===== src/rtl/bdhe_pkg.sv =====
package bdhe_pkg;

    // Field widths of one sample and one result
    localparam int IDX_W       = 3;
    localparam int NOW_W       = 32;
    localparam int HOLD_W      = 16;
    localparam int LEVEL_W     = 8;
    localparam int KINDS       = 5;
    localparam int ENABLE_W    = 40;
    localparam int COUNT_W     = 4;
    localparam int CFG_IDX_W   = 3;
    localparam int CFG_DATA_W  = 40;
    localparam int IN_TDATA_W  = 40;
    localparam int OUT_TDATA_W = 16;

    // Register indexes on the configuration port
    typedef enum logic [CFG_IDX_W-1:0] {
        CFG_DEBOUNCE     = 3'd0,
        CFG_SHORT_HOLD   = 3'd1,
        CFG_LONG_HOLD    = 3'd2,
        CFG_PRESSED_LVL  = 3'd3,
        CFG_EVENT_ENABLE = 3'd4,
        CFG_BUTTON_COUNT = 3'd5
    } cfg_reg_e;

    // Position of each event kind inside a button's five enable bits
    localparam int KIND_DOWN  = 0;
    localparam int KIND_UP    = 1;
    localparam int KIND_PRESS = 2;
    localparam int KIND_SHORT = 3;
    localparam int KIND_LONG  = 4;

    // Bit positions in the result tdata
    localparam int OUT_DOWN_BIT  = 3;
    localparam int OUT_UP_BIT    = 4;
    localparam int OUT_PRESS_BIT = 5;
    localparam int OUT_SHORT_BIT = 6;
    localparam int OUT_LONG_BIT  = 7;
    localparam int OUT_HELD_BIT  = 8;
    localparam int OUT_USED_W    = 9;

    // Event flags of one result
    typedef struct packed {
        logic held;
        logic long_ev;
        logic short_ev;
        logic press_ev;
        logic up_ev;
        logic down_ev;
    } ev_flags_t;

endpackage


===== src/rtl/bdhe_ram.sv =====
module bdhe_ram #(
    parameter int WIDTH = 37,
    parameter int DEPTH = 8
) (
    input  logic                                     clk,
    input  logic                                     we,
    input  logic [(DEPTH > 1 ? $clog2(DEPTH) : 1)-1:0] waddr,
    input  logic [WIDTH-1:0]                         wdata,
    input  logic                                     re,
    input  logic [(DEPTH > 1 ? $clog2(DEPTH) : 1)-1:0] raddr,
    output logic [WIDTH-1:0]                         rdata
);

    logic [WIDTH-1:0] mem [DEPTH];
    logic [WIDTH-1:0] rdata_reg;

    // Write port and registered read port; read data holds while re is low
    always_ff @(posedge clk)
    begin
        if (we)
        begin
            mem[waddr] <= wdata;
        end
        if (re)
        begin
            rdata_reg <= mem[raddr];
        end
    end

    assign rdata = rdata_reg;

endmodule


===== src/rtl/button_debounce_hold_events.sv =====
// Channel   | Dir | Transaction         | tdata fields (low bit up)
// ----------+-----+---------------------+-------------------------------------------
// s_axis    | in  | one button sample   | btn_num[2:0] pin_level[3] now_ms[35:4]
// m_axis    | out | one result / sample | event_button[2:0] down up press short long
//           |     |                     | held_stable[8]
// cfg       | in  | register write      | cfg_index selects, cfg_wdata carries value
//
// One sample per clock sustained while m_axis_tready is high. The per-button state
// RAM is read on acceptance, the update stage updates it and writes it back,
// and the result sits in an output register. A write-back bypass covers a
// sample that reads the entry the previous sample is writing. Reset clears
// the entry valid flags at once, so no clearing pass is needed. A stalled
// output register holds the update stage, which in turn holds s_axis_tready.
module button_debounce_hold_events #(
    parameter int NUM_BUTTONS = 8,
    parameter int TIME_BITS   = 32
) (
    input  logic                             clk,
    input  logic                             rst_n,
    // btn_num[2:0], pin_level[3], now_ms[35:4], zero pad
    input  logic [bdhe_pkg::IN_TDATA_W-1:0]  s_axis_tdata,
    input  logic                             s_axis_tvalid,
    output logic                             s_axis_tready,
    // event_button[2:0], down[3], up[4], press[5], short[6], long[7], held_stable[8]
    output logic [bdhe_pkg::OUT_TDATA_W-1:0] m_axis_tdata,
    output logic                             m_axis_tvalid,
    input  logic                             m_axis_tready,
    input  logic                             cfg_we,
    input  logic [bdhe_pkg::CFG_IDX_W-1:0]   cfg_index,
    input  logic [bdhe_pkg::CFG_DATA_W-1:0]  cfg_wdata
);

    localparam int ADDR_W = NUM_BUTTONS > 1 ? $clog2(NUM_BUTTONS) : 1;
    // Entry layout: {long_done, short_done, down_done, stable, seen, start}
    localparam int ENT_W  = TIME_BITS + 5;
    localparam int SEEN_B = TIME_BITS;
    localparam int STAB_B = TIME_BITS + 1;
    localparam int DOWN_B = TIME_BITS + 2;
    localparam int SHRT_B = TIME_BITS + 3;
    localparam int LONG_B = TIME_BITS + 4;

    // Configuration registers
    logic [bdhe_pkg::HOLD_W-1:0]   debounce_reg;
    logic [bdhe_pkg::HOLD_W-1:0]   short_hold_reg;
    logic [bdhe_pkg::HOLD_W-1:0]   long_hold_reg;
    logic [bdhe_pkg::LEVEL_W-1:0]  pressed_level_reg;
    logic [bdhe_pkg::ENABLE_W-1:0] event_enable_reg;
    logic [bdhe_pkg::COUNT_W-1:0]  button_count_reg;

    // Update stage
    logic                          s1_valid_reg;
    logic [bdhe_pkg::IDX_W-1:0]    s1_idx_reg;
    logic                          s1_level_reg;
    logic [bdhe_pkg::NOW_W-1:0]    s1_now_reg;

    // Write-back bypass and entry valid flags
    logic                          wb_valid_reg;
    logic [ADDR_W-1:0]             wb_addr_reg;
    logic [ENT_W-1:0]              wb_data_reg;
    logic [NUM_BUTTONS-1:0]        ent_valid_reg;

    // Output register
    logic                              out_valid_reg;
    logic [bdhe_pkg::OUT_TDATA_W-1:0]  out_data_reg;
    logic [bdhe_pkg::OUT_TDATA_W-1:0]  out_data_next;

    logic                          accept;
    logic                          s1_advance;
    logic [bdhe_pkg::IDX_W-1:0]    in_idx;
    logic [5:0]                    in_idx_ext;
    logic [ADDR_W-1:0]             rd_addr;
    logic [5:0]                    s1_idx_ext;
    logic [ADDR_W-1:0]             s1_addr;
    logic [ENT_W-1:0]              ram_rdata;
    logic [ENT_W-1:0]              ent_cur;
    logic [ENT_W-1:0]              ent_next;
    logic                          in_use;
    logic                          wr_en;

    logic [63:0]                   now_wide;
    logic [63:0]                   deb_wide;
    logic [63:0]                   shrt_wide;
    logic [63:0]                   long_wide;
    logic [TIME_BITS-1:0]          now_t;
    logic [TIME_BITS-1:0]          delta;
    logic [bdhe_pkg::KINDS-1:0]    ev_en;
    logic                          pressed;
    logic                          over_deb;
    bdhe_pkg::ev_flags_t           flags;

    // Handshake
    assign s1_advance    = s1_valid_reg && (!out_valid_reg || m_axis_tready);
    assign s_axis_tready = !s1_valid_reg || s1_advance;
    assign accept        = s_axis_tvalid && s_axis_tready;

    assign in_idx     = s_axis_tdata[2:0];
    assign in_idx_ext = {3'b000, in_idx};
    assign rd_addr    = in_idx_ext[ADDR_W-1:0];
    assign s1_idx_ext = {3'b000, s1_idx_reg};
    assign s1_addr    = s1_idx_ext[ADDR_W-1:0];

    bdhe_ram #(
        .WIDTH (ENT_W),
        .DEPTH (NUM_BUTTONS)
    ) u_state_ram (
        .clk   (clk),
        .we    (wr_en),
        .waddr (s1_addr),
        .wdata (ent_next),
        .re    (accept),
        .raddr (rd_addr),
        .rdata (ram_rdata)
    );

    // Configuration writes
    always_ff @(posedge clk or negedge rst_n)
    begin
        if (!rst_n)
        begin
            debounce_reg      <= 16'd50;
            short_hold_reg    <= 16'd1000;
            long_hold_reg     <= 16'd3000;
            pressed_level_reg <= '0;
            event_enable_reg  <= '0;
            button_count_reg  <= '0;
        end
        else if (cfg_we)
        begin
            case (bdhe_pkg::cfg_reg_e'(cfg_index))
                bdhe_pkg::CFG_DEBOUNCE:     debounce_reg      <= cfg_wdata[15:0];
                bdhe_pkg::CFG_SHORT_HOLD:   short_hold_reg    <= cfg_wdata[15:0];
                bdhe_pkg::CFG_LONG_HOLD:    long_hold_reg     <= cfg_wdata[15:0];
                bdhe_pkg::CFG_PRESSED_LVL:  pressed_level_reg <= cfg_wdata[7:0];
                bdhe_pkg::CFG_EVENT_ENABLE: event_enable_reg  <= cfg_wdata[39:0];
                bdhe_pkg::CFG_BUTTON_COUNT: button_count_reg  <= cfg_wdata[3:0];
                default: ;
            endcase
        end
    end

    // Current entry: bypass of the last write, else RAM, else reset value
    always_comb
    begin
        if (wb_valid_reg && (wb_addr_reg == s1_addr))
        begin
            ent_cur = wb_data_reg;
        end
        else if (ent_valid_reg[s1_addr])
        begin
            ent_cur = ram_rdata;
        end
        else
        begin
            ent_cur = '0;
        end
    end

    // Time arithmetic at TIME_BITS
    assign now_wide  = {32'd0, s1_now_reg};
    assign deb_wide  = {48'd0, debounce_reg};
    assign shrt_wide = {48'd0, short_hold_reg};
    assign long_wide = {48'd0, long_hold_reg};
    assign now_t     = now_wide[TIME_BITS-1:0];
    assign delta     = now_t - ent_cur[TIME_BITS-1:0];
    assign over_deb  = delta > deb_wide[TIME_BITS-1:0];

    assign in_use  = ({1'b0, s1_idx_reg} < button_count_reg)
                     && (s1_idx_ext < 6'(NUM_BUTTONS));
    assign pressed = s1_level_reg == pressed_level_reg[s1_idx_reg];
    assign ev_en   = event_enable_reg[s1_idx_ext * 6'd5 +: bdhe_pkg::KINDS];

    // Per-button state update and events
    always_comb
    begin
        ent_next = ent_cur;
        flags    = '0;
        if (ent_cur[SEEN_B])
        begin
            if (pressed)
            begin
                if (over_deb)
                begin
                    ent_next[STAB_B] = 1'b1;
                    flags.down_ev    = !ent_cur[DOWN_B] && ev_en[bdhe_pkg::KIND_DOWN];
                    ent_next[DOWN_B] = 1'b1;
                end
                else
                begin
                    ent_next[STAB_B] = 1'b0;
                end
            end
            else
            begin
                if (over_deb)
                begin
                    flags.up_ev    = ev_en[bdhe_pkg::KIND_UP];
                    flags.press_ev = (delta < shrt_wide[TIME_BITS-1:0])
                                     && ev_en[bdhe_pkg::KIND_PRESS];
                end
                ent_next[SEEN_B] = 1'b0;
                ent_next[STAB_B] = 1'b0;
                ent_next[DOWN_B] = 1'b0;
                ent_next[SHRT_B] = 1'b0;
                ent_next[LONG_B] = 1'b0;
            end
        end
        else if (pressed)
        begin
            ent_next[SEEN_B]          = 1'b1;
            ent_next[TIME_BITS-1:0]   = now_t;
        end

        // Hold thresholds while stable
        if (ent_next[STAB_B])
        begin
            if (!ent_next[SHRT_B] && (delta > shrt_wide[TIME_BITS-1:0]))
            begin
                flags.short_ev   = ev_en[bdhe_pkg::KIND_SHORT];
                ent_next[SHRT_B] = 1'b1;
            end
            if (!ent_next[LONG_B] && (delta > long_wide[TIME_BITS-1:0]))
            begin
                flags.long_ev    = ev_en[bdhe_pkg::KIND_LONG];
                ent_next[LONG_B] = 1'b1;
            end
        end
        flags.held = ent_next[STAB_B];

        if (!in_use)
        begin
            flags = '0;
        end
    end

    assign wr_en = s1_advance && in_use;

    // Result word
    always_comb
    begin
        out_data_next                          = '0;
        out_data_next[2:0]                     = s1_idx_reg;
        out_data_next[bdhe_pkg::OUT_DOWN_BIT]  = flags.down_ev;
        out_data_next[bdhe_pkg::OUT_UP_BIT]    = flags.up_ev;
        out_data_next[bdhe_pkg::OUT_PRESS_BIT] = flags.press_ev;
        out_data_next[bdhe_pkg::OUT_SHORT_BIT] = flags.short_ev;
        out_data_next[bdhe_pkg::OUT_LONG_BIT]  = flags.long_ev;
        out_data_next[bdhe_pkg::OUT_HELD_BIT]  = flags.held;
    end

    // Pipeline control
    always_ff @(posedge clk or negedge rst_n)
    begin
        if (!rst_n)
        begin
            s1_valid_reg  <= 1'b0;
            out_valid_reg <= 1'b0;
            wb_valid_reg  <= 1'b0;
            ent_valid_reg <= '0;
        end
        else
        begin
            if (accept)
            begin
                s1_valid_reg <= 1'b1;
            end
            else if (s1_advance)
            begin
                s1_valid_reg <= 1'b0;
            end

            if (s1_advance)
            begin
                out_valid_reg <= 1'b1;
            end
            else if (m_axis_tready)
            begin
                out_valid_reg <= 1'b0;
            end

            if (wr_en)
            begin
                wb_valid_reg           <= 1'b1;
                ent_valid_reg[s1_addr] <= 1'b1;
            end
        end
    end

    // Payload registers
    always_ff @(posedge clk)
    begin
        if (accept)
        begin
            s1_idx_reg   <= in_idx;
            s1_level_reg <= s_axis_tdata[3];
            s1_now_reg   <= s_axis_tdata[35:4];
        end
        if (s1_advance)
        begin
            out_data_reg <= out_data_next;
        end
        if (wr_en)
        begin
            wb_addr_reg <= s1_addr;
            wb_data_reg <= ent_next;
        end
    end

    assign m_axis_tvalid = out_valid_reg;
    assign m_axis_tdata  = out_data_reg;

endmodule


===== config.mk =====
export PLATFORM = sky130hd
export DESIGN_NAME = button_debounce_hold_events
export DESIGN_NICKNAME = d
export VERILOG_FILES = /design/src/rtl/bdhe_pkg.sv /design/src/rtl/bdhe_ram.sv /design/src/rtl/button_debounce_hold_events.sv
export SDC_FILE = /design/constraint.sdc
export NUM_CORES = 1
export LEC_CHECK = 0
export ABC_AREA = 1
export CORE_UTILIZATION = 50
export CTS_CLUSTER_SIZE = 20
export DETAILED_ROUTE_END_ITERATION = 16
export DONT_BUFFER_PORTS = 1
export PLACE_DENSITY = 0.74
export SYNTH_ARGS = -nofsm -noshare
export SYNTH_HDL_FRONTEND = slang
export SYNTH_HIERARCHICAL = 1
export SYNTH_SLANG_ARGS = --single-unit

===== constraint.sdc =====
create_clock -name clk -period 9.85 [get_ports clk]
set_input_delay 0.4925 -clock clk [delete_from_list [all_inputs] [get_ports clk]]
set_output_delay 0.4925 -clock clk [all_outputs]
set_load 0.02 [all_outputs]

==> impl_results.md <==
* CTS Sinks at 529
* Element type at the critical path start: flip-flop
* Final WS setup at 3.75 ns
* FF-to-FF End: u_state_ram/mem[5][36]
* Grt total ovfl at 0
* Gp weighted congestion at 0.923
* CP max-delay cell: edfxtp_1
* Fin. max-slew vios at 0
* Status: complete, no violations
* Share of cells above drive strength 1 at 7.67%
* Via count at 18928
* Count of cell types in the netlist at 54
* Post-synthesis async set-or-reset flop share at 21.0%
* Worst reg2reg path depth at 28
* Maximum buffer depth of the clock tree at 3
* Net load switching power at 1970 µW
* Nets@finish at 2998
* Layout fillers at 4289
* Setup_tns at 0 ns
* RSZ-0062 raised after global routing: false
* Post-layout min period at 6.10 ns
* Slew of the pin with the lowest slew margin at 1.19 ns
* Yosys top cell area share at 48.0%
* Initial antenna violation count at 2
* Most common cell after layout, fill and taps aside: nand2_1
* CP max FO at 61
* WHS Endpoint: event_enable_reg[30]
* Most frequent CP cell: nand2_1
* HPWL Detailed at 40.5 mm
* Post-DRT Antenna Nets at 0
* CP Capture Type: flip-flop
* Die W at 231 µm
* Synth area leaders: edfxtp_1 (48%), nand2_1 (13%), dfrtp_1 (9.1%)
* Hold Startpoint: cfg_wdata[30]
* Crit-path max cell delay at 0.62 ns
* Post-synth EDFFs at 418
* Register area share after synthesis at 58.7%
* Post-Synthesis Cell Area at 26100 µm²
* Number of global-route vias before repair at 18458
* DR iter-0 viols at 1654
* Synth Flop Type: edfxtp_1
* Clock power frac at 31.0%
* Overall Global Routing Usage at 24.2%
* Combinational power share at 23.3%
* Reg2reg setup slack at 3.75 ns
* Post-CTS Setup Bufs at 0
* Most frequent cells in the layout: nand2_1 (874), inv_1 (491), edfxtp_1 (418)
* WL/cell at 17.8 µm
* Worst vdd ir at 154 µV
* Leakage at 0.0131 µW
* Largest net degree at the start of global routing at 151
* Routed vias/inst at 5.31
* Worst flop-to-flop path startpoint: s1_addr[0]
* Critical Path RT at 10.12 ns
* Cell row count at 83
* Clock Pin Slew Worst Setup and Hold Paths at 0.06 ns
* Seq pwr share at 45.8%
* Core area at 51500 µm²
* Power Dens Cells at 222 nW/µm²
* Setup violators final at 0
* Power Internal at 4390 µW
* Root Driver: clkbuf_16
* Final Skew at 0.0179 ns
* Rel. slew slack at 19.6%
* Port Buf Inserts at 0
* Max reg flops at 296
* Hold path depth at 1
* H-tree depth at 2
* CTS tree: built
* CP arrival at 6.37 ns
* Max Cap Viol at 0
* YS warnings at 6
* Sw frac at 31.0%
* Fmax at 0.164 GHz
* Cells after Synth at 2823
* Die area at 53200 µm²
* Yosys reg bits at 529
* Number of buffers created by CTS at 52
* Worst hold slack at 0.0404 ns
* DRC viols at 0
* Initial Util at 50.8%
* DRT Wirelength at 63.5 mm
* Worst path top cell family by delay: simple AND/OR/NAND/NOR gates
* Post-synthesis cell type with the largest combined area: edfxtp_1
* Crit path buf inv count at 5
* Chip Height at 231 µm
* Worst skew pair latency at 0.60 ns
* Fin crit share at 61.9%
* P&R area growth vs syn at 9.79%
* Pre-CTS setup slack at 3.81 ns
* First-pass GRT wire length at 99.9 mm
* Avg Synthesized Cell Area at 9.26 µm²
* CP Class: flip-flop to flip-flop
* Drt pass-1 iters at 6
* Final hold vios at 0
* Min-delay worst type: input pin to flip-flop
* I/O pin total at 106
-- stage by stage --
step	util (%)	total power (µW)	area, µm²	instances
final	55.7	6360	28700	3564
after floorplan	-	3970	26200	2829
after detailed placement	51.6	4390	26600	3427
after global routing	55.7	6680	28700	3563
after CTS	55.7	6380	28700	3563
after global placement	51.6	4320	26600	3427
-- synthesized netlist by cell type (5+ instances only) --
library cell    n
a21oi_1        91
a221oi_1        7
a22oi_1         5
buf_2          28
buf_4          13
buf_6          15
clkbuf_1       34
dfrtp_1        95
dfstp_2        16
edfxtp_1      418
ha_1           71
inv_1         493
inv_2           9
mux2_2         16
nand2_1       876
nand2_2        46
nand2_4         5
nand3_1       206
nand3_2         9
nand4_1        19
nor2_1        127
nor2_2          9
nor3_1         16
o21ai_0       111
o21ai_1         6
o21bai_1       11
o22ai_1         7
xor2_1         16
-- final cells by class --
class / count / area [µm²] / share of cell area [%]
Clock buffer: 69 / 1400 / 4.86
Clock inverter: 29 / 307 / 1.07
Tap cell: 680 / 851 / 2.96
Timing Repair Buffer: 53 / 510 / 1.78
Multi-Input combinational cell: 1699 / 8390 / 29.2
Sequential cell: 529 / 15300 / 53.5
Antenna cell: 1 / 2.50 / 0.00872
Inverter: 504 / 1900 / 6.61
-- cells by family after synthesis --
| kind of cell | synth area share (%) |
|---|---|
| XOR/XNOR | 0.570 |
| other | 0.0143 |
| multiplexers | 0.689 |
| flip-flops | 58.7 |
| AND/OR/NAND/NOR | 21.3 |
| buffers and inverters | 9.56 |
| adder cells (fa/ha/maj) | 3.40 |
| AO/OA/AOI/OAI | 5.71 |
-- power groups by stage --
| stage | registers [µW] | clock network (µW) | logic, µW |
|---|---|---|---|
| global route | 2930 | 2080 | 1670 |
| detailed placement | 2950 | 0 | 1440 |
| finish | 2910 | 1970 | 1480 |
| global placement | 2940 | 0 | 1370 |
| CTS | 2910 | 2000 | 1470 |
| floorplan | 2920 | 0 | 1060 |
-- worst max path at each step --
stage,start,endpoint,depth (start not counted)
2_1_floorplan,s1_addr[1],u_state_ram/mem[1][0],7
3_3_place_gp,s1_addr[0],u_state_ram/mem[6][35],28
3_5_place_dp,s1_addr[0],u_state_ram/mem[7][35],28
4_1_cts,s1_addr[0],u_state_ram/mem[4][35],28
5_1_grt,s1_addr[0],u_state_ram/mem[5][36],28
6_report,s1_addr[0],u_state_ram/mem[5][36],28
-- per-layer routing --
| metal | vias to the layer above | GRT usage [%] | wire [µm] |
|---|---|---|---|
| li1 | 9102 | - | - |
| met1 | 9034 | 30.7 | 25800 |
| met2 | 640 | 41.9 | 31500 |
| met3 | 148 | 3.32 | 3970 |
| met4 | 4 | 9.17 | 2220 |
| met5 | - | 0 | 23 |
-- timing repair --
| action | 4_1_cts | 5_1_grt |
|---|---|---|
| gates resized for setup | 0 | 0 |
| hold endpoints to repair | 147 | 0 |
| hold buffers | 38 | 0 |
Power figures use the tool's default switching activity.
